### src/s2e_pkg.sv
// Shared types and constants for the Shift_JIS to EUC-JP byte converter.
package s2e_pkg;

    // Depth of the job queue between the front and back parts
    localparam int unsigned QDEPTH = 4;
    localparam int unsigned QAW    = $clog2(QDEPTH);

    // Byte codes
    localparam logic [7:0] SS2      = 8'h8E;
    localparam logic [7:0] HIGH_BIT = 8'h80;

    // One converted input: up to four bytes, the number used, and the end-of-stream mark
    typedef struct packed {
        logic [3:0][7:0] bytes;
        logic [2:0]      cnt;
        logic            last;
    } t_job;

    // Queue status seen by the front and back parts
    typedef struct packed {
        logic full;
        logic empty;
    } t_q_stat;

endpackage

### src/s2e_front.sv
// Front part: accepts source bytes, holds a pending lead byte, builds output jobs.
module s2e_front (
    input  logic            i_clk,
    input  logic            i_rst_n,
    input  logic            i_accept,
    input  logic [7:0]      i_in_byte,
    input  logic            i_in_last,
    output logic            o_q_push,
    output s2e_pkg::t_job   o_q_job
);

    logic       r_lead_pend;
    logic       n_lead_pend;
    logic [7:0] r_lead_val;

    logic        w_trail;
    logic        w_lead;
    logic [15:0] w_jis;
    logic [1:0][7:0] w_a_bytes;
    logic [1:0][7:0] w_b_bytes;
    logic [2:0]  w_a_n;
    logic [2:0]  w_b_n;
    logic        w_store;

    function automatic logic is_lead(input logic [7:0] b);
        logic [7:0] x;
        x = b ^ 8'h20;
        return (x >= 8'hA1) && (x <= 8'hDC);
    endfunction

    function automatic logic is_trail(input logic [7:0] b);
        return (b >= 8'h40) && (b <= 8'hFC) && (b != 8'h7F);
    endfunction

    // Move the IBM extension area onto the NEC-selected codes
    function automatic logic [15:0] remap_ibm(input logic [15:0] w);
        logic [7:0]  h;
        logic [7:0]  l;
        logic [15:0] r;
        h = w[15:8];
        l = w[7:0];
        r = w;
        if (h == 8'hFA || h == 8'hFB || (h == 8'hFC && l <= 8'h4B)) begin
            if (w <= 16'hFA49)      r = w - 16'h0B51;
            else if (w <= 16'hFA53) r = w - 16'h72F6;
            else if (w <= 16'hFA57) r = w - 16'h0B5B;
            else if (w == 16'hFA58) r = 16'h878A;
            else if (w == 16'hFA59) r = 16'h8782;
            else if (w == 16'hFA5A) r = 16'h8784;
            else if (w == 16'hFA5B) r = 16'h879A;
            else if (w <= 16'hFA7E) r = w - 16'h0D1C;
            else if (w <= 16'hFA9B) r = w - 16'h0D1D;
            else if (w <= 16'hFAFC) r = w - 16'h0D1C;
            else if (w <= 16'hFB5B) r = w - 16'h0D5F;
            else if (w <= 16'hFB7E) r = w - 16'h0D1C;
            else if (w <= 16'hFB9B) r = w - 16'h0D1D;
            else if (w <= 16'hFBFC) r = w - 16'h0D1C;
            else                    r = w - 16'h0D5F;
        end
        return r;
    endfunction

    // Pair to JIS X 0208 row and column; zero when no valid code results
    function automatic logic [15:0] to_jis(input logic [7:0] lead, input logic [7:0] trail);
        logic [15:0] w;
        logic [7:0]  h;
        logic [7:0]  l;
        logic [7:0]  hh;
        logic [8:0]  row;
        logic [7:0]  col;
        logic [15:0] r;
        w = remap_ibm({lead, trail});
        h = w[15:8];
        l = w[7:0];
        hh = h - ((h >= 8'hA0) ? 8'hC1 : 8'h81);
        if (l >= 8'h9F) begin
            row = {hh, 1'b0} + 9'h022;
            col = l - 8'h7E;
        end else begin
            row = {hh, 1'b0} + 9'h021;
            col = l - ((l <= 8'h7E) ? 8'h1F : 8'h20);
        end
        r = '0;
        if (is_lead(h) && is_trail(l) && row >= 9'h021 && row <= 9'h07E
            && col >= 8'h21 && col <= 8'h7E) begin
            r = {row[7:0], col};
        end
        return r;
    endfunction

    assign w_trail = is_trail(i_in_byte);
    assign w_lead  = is_lead(i_in_byte);
    assign w_jis   = to_jis(r_lead_val, i_in_byte);

    // Classify the beat against the held lead and gather its bytes
    always_comb begin
        w_a_bytes   = '0;
        w_b_bytes   = '0;
        w_a_n       = 3'd0;
        w_b_n       = 3'd0;
        w_store     = 1'b0;
        n_lead_pend = r_lead_pend;
        if (r_lead_pend) begin
            w_a_n = 3'd2;
            if (w_trail) begin
                if (w_jis != 16'h0000) begin
                    w_a_bytes[0] = s2e_pkg::HIGH_BIT | w_jis[15:8];
                    w_a_bytes[1] = s2e_pkg::HIGH_BIT | w_jis[7:0];
                end else begin
                    w_a_bytes[0] = r_lead_val;
                    w_a_bytes[1] = i_in_byte;
                end
            end else begin
                w_a_bytes[0] = s2e_pkg::SS2;
                w_a_bytes[1] = r_lead_val;
            end
        end
        if (!(r_lead_pend && w_trail)) begin
            if (w_lead && !i_in_last) begin
                w_store = 1'b1;
            end else if (i_in_byte >= s2e_pkg::HIGH_BIT) begin
                w_b_n        = 3'd2;
                w_b_bytes[0] = s2e_pkg::SS2;
                w_b_bytes[1] = i_in_byte;
            end else begin
                w_b_n        = 3'd1;
                w_b_bytes[0] = i_in_byte;
            end
        end
        if (i_accept) begin
            n_lead_pend = w_store;
        end
    end

    // Place the second group after the first
    always_comb begin
        o_q_job      = '0;
        o_q_job.cnt  = w_a_n + w_b_n;
        o_q_job.last = i_in_last;
        if (w_a_n != 3'd0) begin
            o_q_job.bytes[0] = w_a_bytes[0];
            o_q_job.bytes[1] = w_a_bytes[1];
            o_q_job.bytes[2] = w_b_bytes[0];
            o_q_job.bytes[3] = w_b_bytes[1];
        end else begin
            o_q_job.bytes[0] = w_b_bytes[0];
            o_q_job.bytes[1] = w_b_bytes[1];
        end
    end

    assign o_q_push = i_accept && (o_q_job.cnt != 3'd0);

    // Hold the pending flag
    always_ff @(posedge i_clk) begin
        if (!i_rst_n) begin
            r_lead_pend <= 1'b0;
        end else begin
            r_lead_pend <= n_lead_pend;
        end
    end

    // Hold the lead byte value
    always_ff @(posedge i_clk) begin
        if (i_accept && w_store) begin
            r_lead_val <= i_in_byte;
        end
    end

endmodule

### src/s2e_queue.sv
// Short job queue between the front and back parts.
module s2e_queue (
    input  logic              i_clk,
    input  logic              i_rst_n,
    input  logic              i_push,
    input  s2e_pkg::t_job     i_job,
    input  logic              i_pop,
    output s2e_pkg::t_job     o_head,
    output s2e_pkg::t_q_stat  o_stat
);

    s2e_pkg::t_job                r_mem [s2e_pkg::QDEPTH];
    logic [s2e_pkg::QAW-1:0]      r_wp;
    logic [s2e_pkg::QAW-1:0]      r_rp;
    logic [s2e_pkg::QAW:0]        r_cnt;

    assign o_stat.full  = (r_cnt == (s2e_pkg::QAW+1)'(s2e_pkg::QDEPTH));
    assign o_stat.empty = (r_cnt == '0);
    assign o_head       = r_mem[r_rp];

    // Store a pushed job
    always_ff @(posedge i_clk) begin
        if (i_push) begin
            r_mem[r_wp] <= i_job;
        end
    end

    // Advance the pointers and the fill count
    always_ff @(posedge i_clk) begin
        if (!i_rst_n) begin
            r_wp  <= '0;
            r_rp  <= '0;
            r_cnt <= '0;
        end else begin
            if (i_push) begin
                r_wp <= r_wp + 1'b1;
            end
            if (i_pop) begin
                r_rp <= r_rp + 1'b1;
            end
            if (i_push && !i_pop) begin
                r_cnt <= r_cnt + 1'b1;
            end else if (!i_push && i_pop) begin
                r_cnt <= r_cnt - 1'b1;
            end
        end
    end

endmodule

### src/s2e_back.sv
// Back part: takes jobs from the queue and hands out their bytes one beat at a time.
module s2e_back (
    input  logic              i_clk,
    input  logic              i_rst_n,
    input  s2e_pkg::t_job     i_head,
    input  s2e_pkg::t_q_stat  i_stat,
    output logic              o_q_pop,
    input  logic              i_pop,
    output logic              o_empty,
    output logic [7:0]        o_out_byte,
    output logic              o_run_last,
    output logic              o_stream_end
);

    s2e_pkg::t_job r_job;
    logic [1:0]    r_idx;
    logic          r_busy;

    logic w_final;
    logic w_beat;
    logic w_load;

    assign w_final = ({1'b0, r_idx} == (r_job.cnt - 3'd1));
    assign w_beat  = i_pop && r_busy;
    assign w_load  = !i_stat.empty && (!r_busy || (w_beat && w_final));
    assign o_q_pop = w_load;

    assign o_empty      = !r_busy;
    assign o_out_byte   = r_job.bytes[r_idx];
    assign o_run_last   = w_final;
    assign o_stream_end = w_final && r_job.last;

    // Step through the current job, load the next one when it is done
    always_ff @(posedge i_clk) begin
        if (!i_rst_n) begin
            r_busy <= 1'b0;
            r_idx  <= '0;
        end else if (w_load) begin
            r_busy <= 1'b1;
            r_idx  <= '0;
        end else if (w_beat) begin
            if (w_final) begin
                r_busy <= 1'b0;
            end else begin
                r_idx <= r_idx + 1'b1;
            end
        end
    end

    // Hold the job payload
    always_ff @(posedge i_clk) begin
        if (w_load) begin
            r_job <= i_head;
        end
    end

endmodule

### src/sjis_to_eucjp_byte_converter_top.sv
// Top level of the Shift_JIS to EUC-JP byte converter.
//
//  channel   handshake            beat payload
//  source    push / full          i_in_byte, i_in_last
//  result    pop / empty          o_out_byte, o_run_last, o_stream_end
//
// A source byte is taken every cycle while the four-entry job queue has room.
// Each source byte yields zero to four result bytes; the back part hands out
// one result byte per cycle while pop is high.
// A job is first written into the queue, then loaded into the back part's
// job register when that part is idle, putting its first byte on the ports.
// Reset clears the held lead, the queue and the result stage; full stays high
// only while the queue is full, and a stalled result holds its bytes.
module sjis_to_eucjp_byte_converter_top (
    input  logic       i_clk,
    input  logic       i_rst_n,
    input  logic       push,
    output logic       full,
    input  logic [7:0] i_in_byte,
    input  logic       i_in_last,
    output logic       empty,
    input  logic       pop,
    output logic [7:0] o_out_byte,
    output logic       o_run_last,
    output logic       o_stream_end
);

    s2e_pkg::t_job    w_q_job;
    s2e_pkg::t_job    w_head;
    s2e_pkg::t_q_stat w_q_stat;
    logic             w_accept;
    logic             w_q_push;
    logic             w_q_pop;

    assign full     = w_q_stat.full;
    assign w_accept = push && !w_q_stat.full;

    s2e_front u_front (
        .i_clk     (i_clk),
        .i_rst_n   (i_rst_n),
        .i_accept  (w_accept),
        .i_in_byte (i_in_byte),
        .i_in_last (i_in_last),
        .o_q_push  (w_q_push),
        .o_q_job   (w_q_job)
    );

    s2e_queue u_queue (
        .i_clk   (i_clk),
        .i_rst_n (i_rst_n),
        .i_push  (w_q_push),
        .i_job   (w_q_job),
        .i_pop   (w_q_pop),
        .o_head  (w_head),
        .o_stat  (w_q_stat)
    );

    s2e_back u_back (
        .i_clk        (i_clk),
        .i_rst_n      (i_rst_n),
        .i_head       (w_head),
        .i_stat       (w_q_stat),
        .o_q_pop      (w_q_pop),
        .i_pop        (pop),
        .o_empty      (empty),
        .o_out_byte   (o_out_byte),
        .o_run_last   (o_run_last),
        .o_stream_end (o_stream_end)
    );

    // Never write a job into a full queue
    a_push_room: assert property (@(posedge i_clk) disable iff (!i_rst_n)
        w_q_push |-> !w_q_stat.full)
        else $error("job pushed into full queue");

    // Never take a job from an empty queue
    a_pop_data: assert property (@(posedge i_clk) disable iff (!i_rst_n)
        w_q_pop |-> !w_q_stat.empty)
        else $error("job taken from empty queue");

    // A queued job always carries at least one byte
    a_job_bytes: assert property (@(posedge i_clk) disable iff (!i_rst_n)
        !w_q_stat.empty |-> (w_head.cnt != 3'd0 && w_head.cnt <= 3'd4))
        else $error("queued job with bad byte count");

    // Stream end only on the last byte of a job
    a_end_last: assert property (@(posedge i_clk) disable iff (!i_rst_n)
        (!empty && o_stream_end) |-> o_run_last)
        else $error("stream end without run end");

endmodule
### config.mk
export PLATFORM = sky130hd
export DESIGN_NAME = sjis_to_eucjp_byte_converter_top
export DESIGN_NICKNAME = d
export VERILOG_FILES = /design/src/s2e_pkg.sv /design/src/s2e_front.sv /design/src/s2e_queue.sv /design/src/s2e_back.sv /design/src/sjis_to_eucjp_byte_converter_top.sv
export SDC_FILE = /design/constraint.sdc
export NUM_CORES = 1
export LEC_CHECK = 0
export BUFFER_PORTS_ARGS = -buffer_cell sky130_fd_sc_hd__buf_2
export CAP_MARGIN = 20
export CORE_ASPECT_RATIO = 2
export CORE_MARGIN = 5
export CORE_UTILIZATION = 50
export CTS_CLUSTER_DIAMETER = 100
export DETAILED_ROUTE_END_ITERATION = 16
export PLACE_DENSITY = 0.66
export RECOVER_POWER = 100
export SYNTH_ARGS = -nofsm -noshare
export SYNTH_HDL_FRONTEND = slang
export SYNTH_SLANG_ARGS = --single-unit
export TNS_END_PERCENT = 30
### constraint.sdc
create_clock -name i_clk -period 16.8 [get_ports i_clk]
set_input_delay 3.36 -clock i_clk [delete_from_list [all_inputs] [get_ports i_clk]]
set_output_delay 3.36 -clock i_clk [all_outputs]
set_load 0.005 [all_outputs]
==> out/results.ini <==
[die]
die_area_um2=25700
ios=25
core_area_um2=22200
die_x_um=116
initial_core_util=0.507
rows=77
die-height_um=222

[power]
p_per_area_nw_per_um2=114
ir_drop_mv=0.149
finalPower_w=0.00137
leakage_nw=4.10

[outcome]
status=finished with violations
violations=max-capacitance violations, max-slew violations

[layout]
regArea_um2=5720
multi_input_area_um2=5070
fin_nets=998
final_cell_area_um2=12000
syn2layout_area_growth_pct=7.25
antenna_cells=0
layout-drive-gt1-share=0.124
fillers=1902

[route]
met2_length_um=19600
drtPass1Iterations=5
drt_iter0_markers=734
wl_per_cell_um=30.6
met3_length_um=2220
drtAntennaViolNets=0
wl_um=37700
routed.top_layer=met4
vias_per_cell=6.82
drcViolationCount=0
dr_total_vias=8421
drt-met1-wl_um=12100

[global_route]
grt_max_degree=38
grt_pass1_vias=8560
antenna_found_initial=0
overflow=0
grt_usage=0.302
grt_first_pass_wirelength_um=55800

[worst_setup_path]
reg2reg_depth=26
path_class=input port to flip-flop
slowest_stage=clkbuf_1
regToRegSetupSlack_ns=7.53
cp-start-kind=input port
r2r-end=u_queue.r_mem[3][14]
rr_startpoint=u_front.r_lead_val[3]
critPathMaxFanout=31
required_ns=16.90
cpPeakStageDelay_ns=1.22
crit_arrival_ns=12.72
worstSetupEndpointType=flip-flop
cp_common_cell=a211oi_1
path_buf_inv=3
crit_family=compound AO/OA/AOI/OAI gates

[cts]
cts_made_buffers=17
root_buffer=clkbuf_16
cts_max_path_buffers=2
cts.reportedPaths.clkPinSlew_ns=0.07
clk_latency_ns=0.43
cts_resized=0
hold_buffers=0
tritoncts=built
postCtsSetupBuffers=0
cts_sinks=194
h-tree-depth=4

[sta]
slew_viol_final=279
period_minus_slack_ns=12.62
timing.final.crit_share=0.751
worst_pin_slew_ns=3.17
hold_ws_ns=0.504
final-setup-viol-count=0
clock_skew_ns=0.00953
fmax_mhz=79.2
rsz0062_at_grt=no
max_slew_margin=-1.12
hold_viol=0
finalSetupTns_ns=0

[synthesis]
synth.distinct_cells=93
synthesis.area_um2=11200
yosysTopAreaCell=edfxtp_1
ys_ff_latch=194
synthCells=946
synth.avg_cell_area_um2=11.9
yosysTopAreaCellShare=0.489
synth-warning-count=0
synthTopCellsByArea=edfxtp_1 49%, mux4_2 8.6%, ha_1 4.1%, xnor2_1 2.4%, nor2_1 2.2%
synth_edf_count=183
synth_nets=998
synth-main-ff-cell=edfxtp_1
async_flop_share=0
ys_seq_area_frac=0.509

[hold_path]
hold_depth=2
hold_path_class=flip-flop to flip-flop
holdPathEnd=u_back.r_busy
min_from=u_back.r_busy

[place]
routabilityCongestion=1.06
dpl.hpwl_um=26800
dpl_cell_area_um2=11500
portBuffers=24

[job]
cap_violations=8

==> per-stage QoR <==
step                      setup slack [ns]  std cells   util
final                                 4.18       1235  0.544
after global routing                  3.77       1235  0.544
after CTS                             5.89       1234  0.547
after detailed placement              5.42       1202  0.520
after global placement                5.51       1202  0.520
after floorplan                       7.21        946      -
==> tightest hold or removal path, delay by kind of cell (launching register included) <==
family / cells / cell delay [ns]
AO/OA/AOI/OAI: 1 / 0.07
AND/OR/NAND/NOR: 1 / 0.06
flip-flops: 1 / 0.33
==> where the power goes <==
part           internal [W]  switching [W]
logic              0.000132       0.000173
registers          0.000627      0.0000363
clock network      0.000224       0.000179
==> layout make-up <==
type,count,share of cell area
Clock inverter,15,0.0140
Multi-Input combinational cell,659,0.421
Tap cell,276,0.0287
Sequential cell,194,0.474
Inverter,36,0.0112
Timing Repair Buffer,38,0.0156
Clock buffer,17,0.0353
==> cells in the final DEF, fill, tap and decap left out, types with 10 or more instances in the layout <==
cell	Yosys	layout
edfxtp_1	183	183
xnor2_1	31	31
o21ai_0	44	47
nor3_1	39	39
a21o_1	10	10
inv_1	32	32
ha_1	37	37
xor2_1	13	13
nand2b_1	10	10
nor4_1	14	14
nand2_1	64	64
a21oi_1	48	48
clkbuf_16	0	17
dfxtp_1	11	10
nand3_1	28	28
mux2i_1	12	12
a31oi_1	14	14
mux4_2	43	43
nor2_1	65	65
clkbuf_1	26	20
==> worst max path at each step <==
stage | slack, ns | start | end | depth (start not counted)
floorplan | 7.21 | i_in_byte[2] | u_queue.r_mem[0][5] | 31
CTS | 5.89 | i_in_byte[2] | u_queue.r_mem[3][18] | 29
detailed placement | 5.42 | i_in_byte[2] | u_queue.r_mem[2][18] | 29
global placement | 5.51 | i_in_byte[2] | u_queue.r_mem[0][18] | 29
finish | 4.18 | i_in_byte[7] | u_queue.r_mem[3][14] | 28
global route | 3.77 | i_in_byte[7] | u_queue.r_mem[0][14] | 28
==> sequential cells by signal (all words and copies together), names as in the netlist <==
register and flops:
u_queue.r_rp 2, u_back.r_idx 2, u_back.r_busy 1, u_queue.r_cnt 3, u_front.r_lead_pend 1, u_queue.r_wp 2, u_front.r_lead_val 8, u_back.r_job 35
u_queue.r_mem 140
==> cells by family (layout without fill, tap and decap cells) <==
| group | count (synthesis) | in the layout | synth area share |
|---|---|---|---|
| AO/OA/AOI/OAI | 228 | 228 | 0.140 |
| XOR/XNOR | 44 | 44 | 0.0343 |
| adder cells (fa/ha/maj) | 39 | 39 | 0.0448 |
| buffers and inverters | 93 | 106 | 0.0373 |
| flip-flops | 194 | 194 | 0.509 |
| multiplexers | 56 | 56 | 0.0979 |
| AND/OR/NAND/NOR | 292 | 292 | 0.137 |
==> cell usage after synthesis (14+ instances only) <==
| cell | instances |
|---|---|
| nor3_1 | 39 |
| clkbuf_1 | 26 |
| buf_2 | 17 |
| xnor2_1 | 31 |
| o21ai_0 | 44 |
| nor4_1 | 14 |
| nand2_1 | 64 |
| edfxtp_1 | 183 |
| ha_1 | 37 |
| nand3_1 | 28 |
| inv_1 | 32 |
| nor2_1 | 65 |
| mux4_2 | 43 |
| a21oi_1 | 48 |
| a31oi_1 | 14 |
==> routing by layer <==
metal  vias to the layer above  global-route usage
met5                         -                   0
li1                       3662                   -
met4                         0               0.229
met1                      4128               0.301
met2                       433               0.523
met3                       198              0.0740
Note: power is estimated with default switching activity, not from simulation.
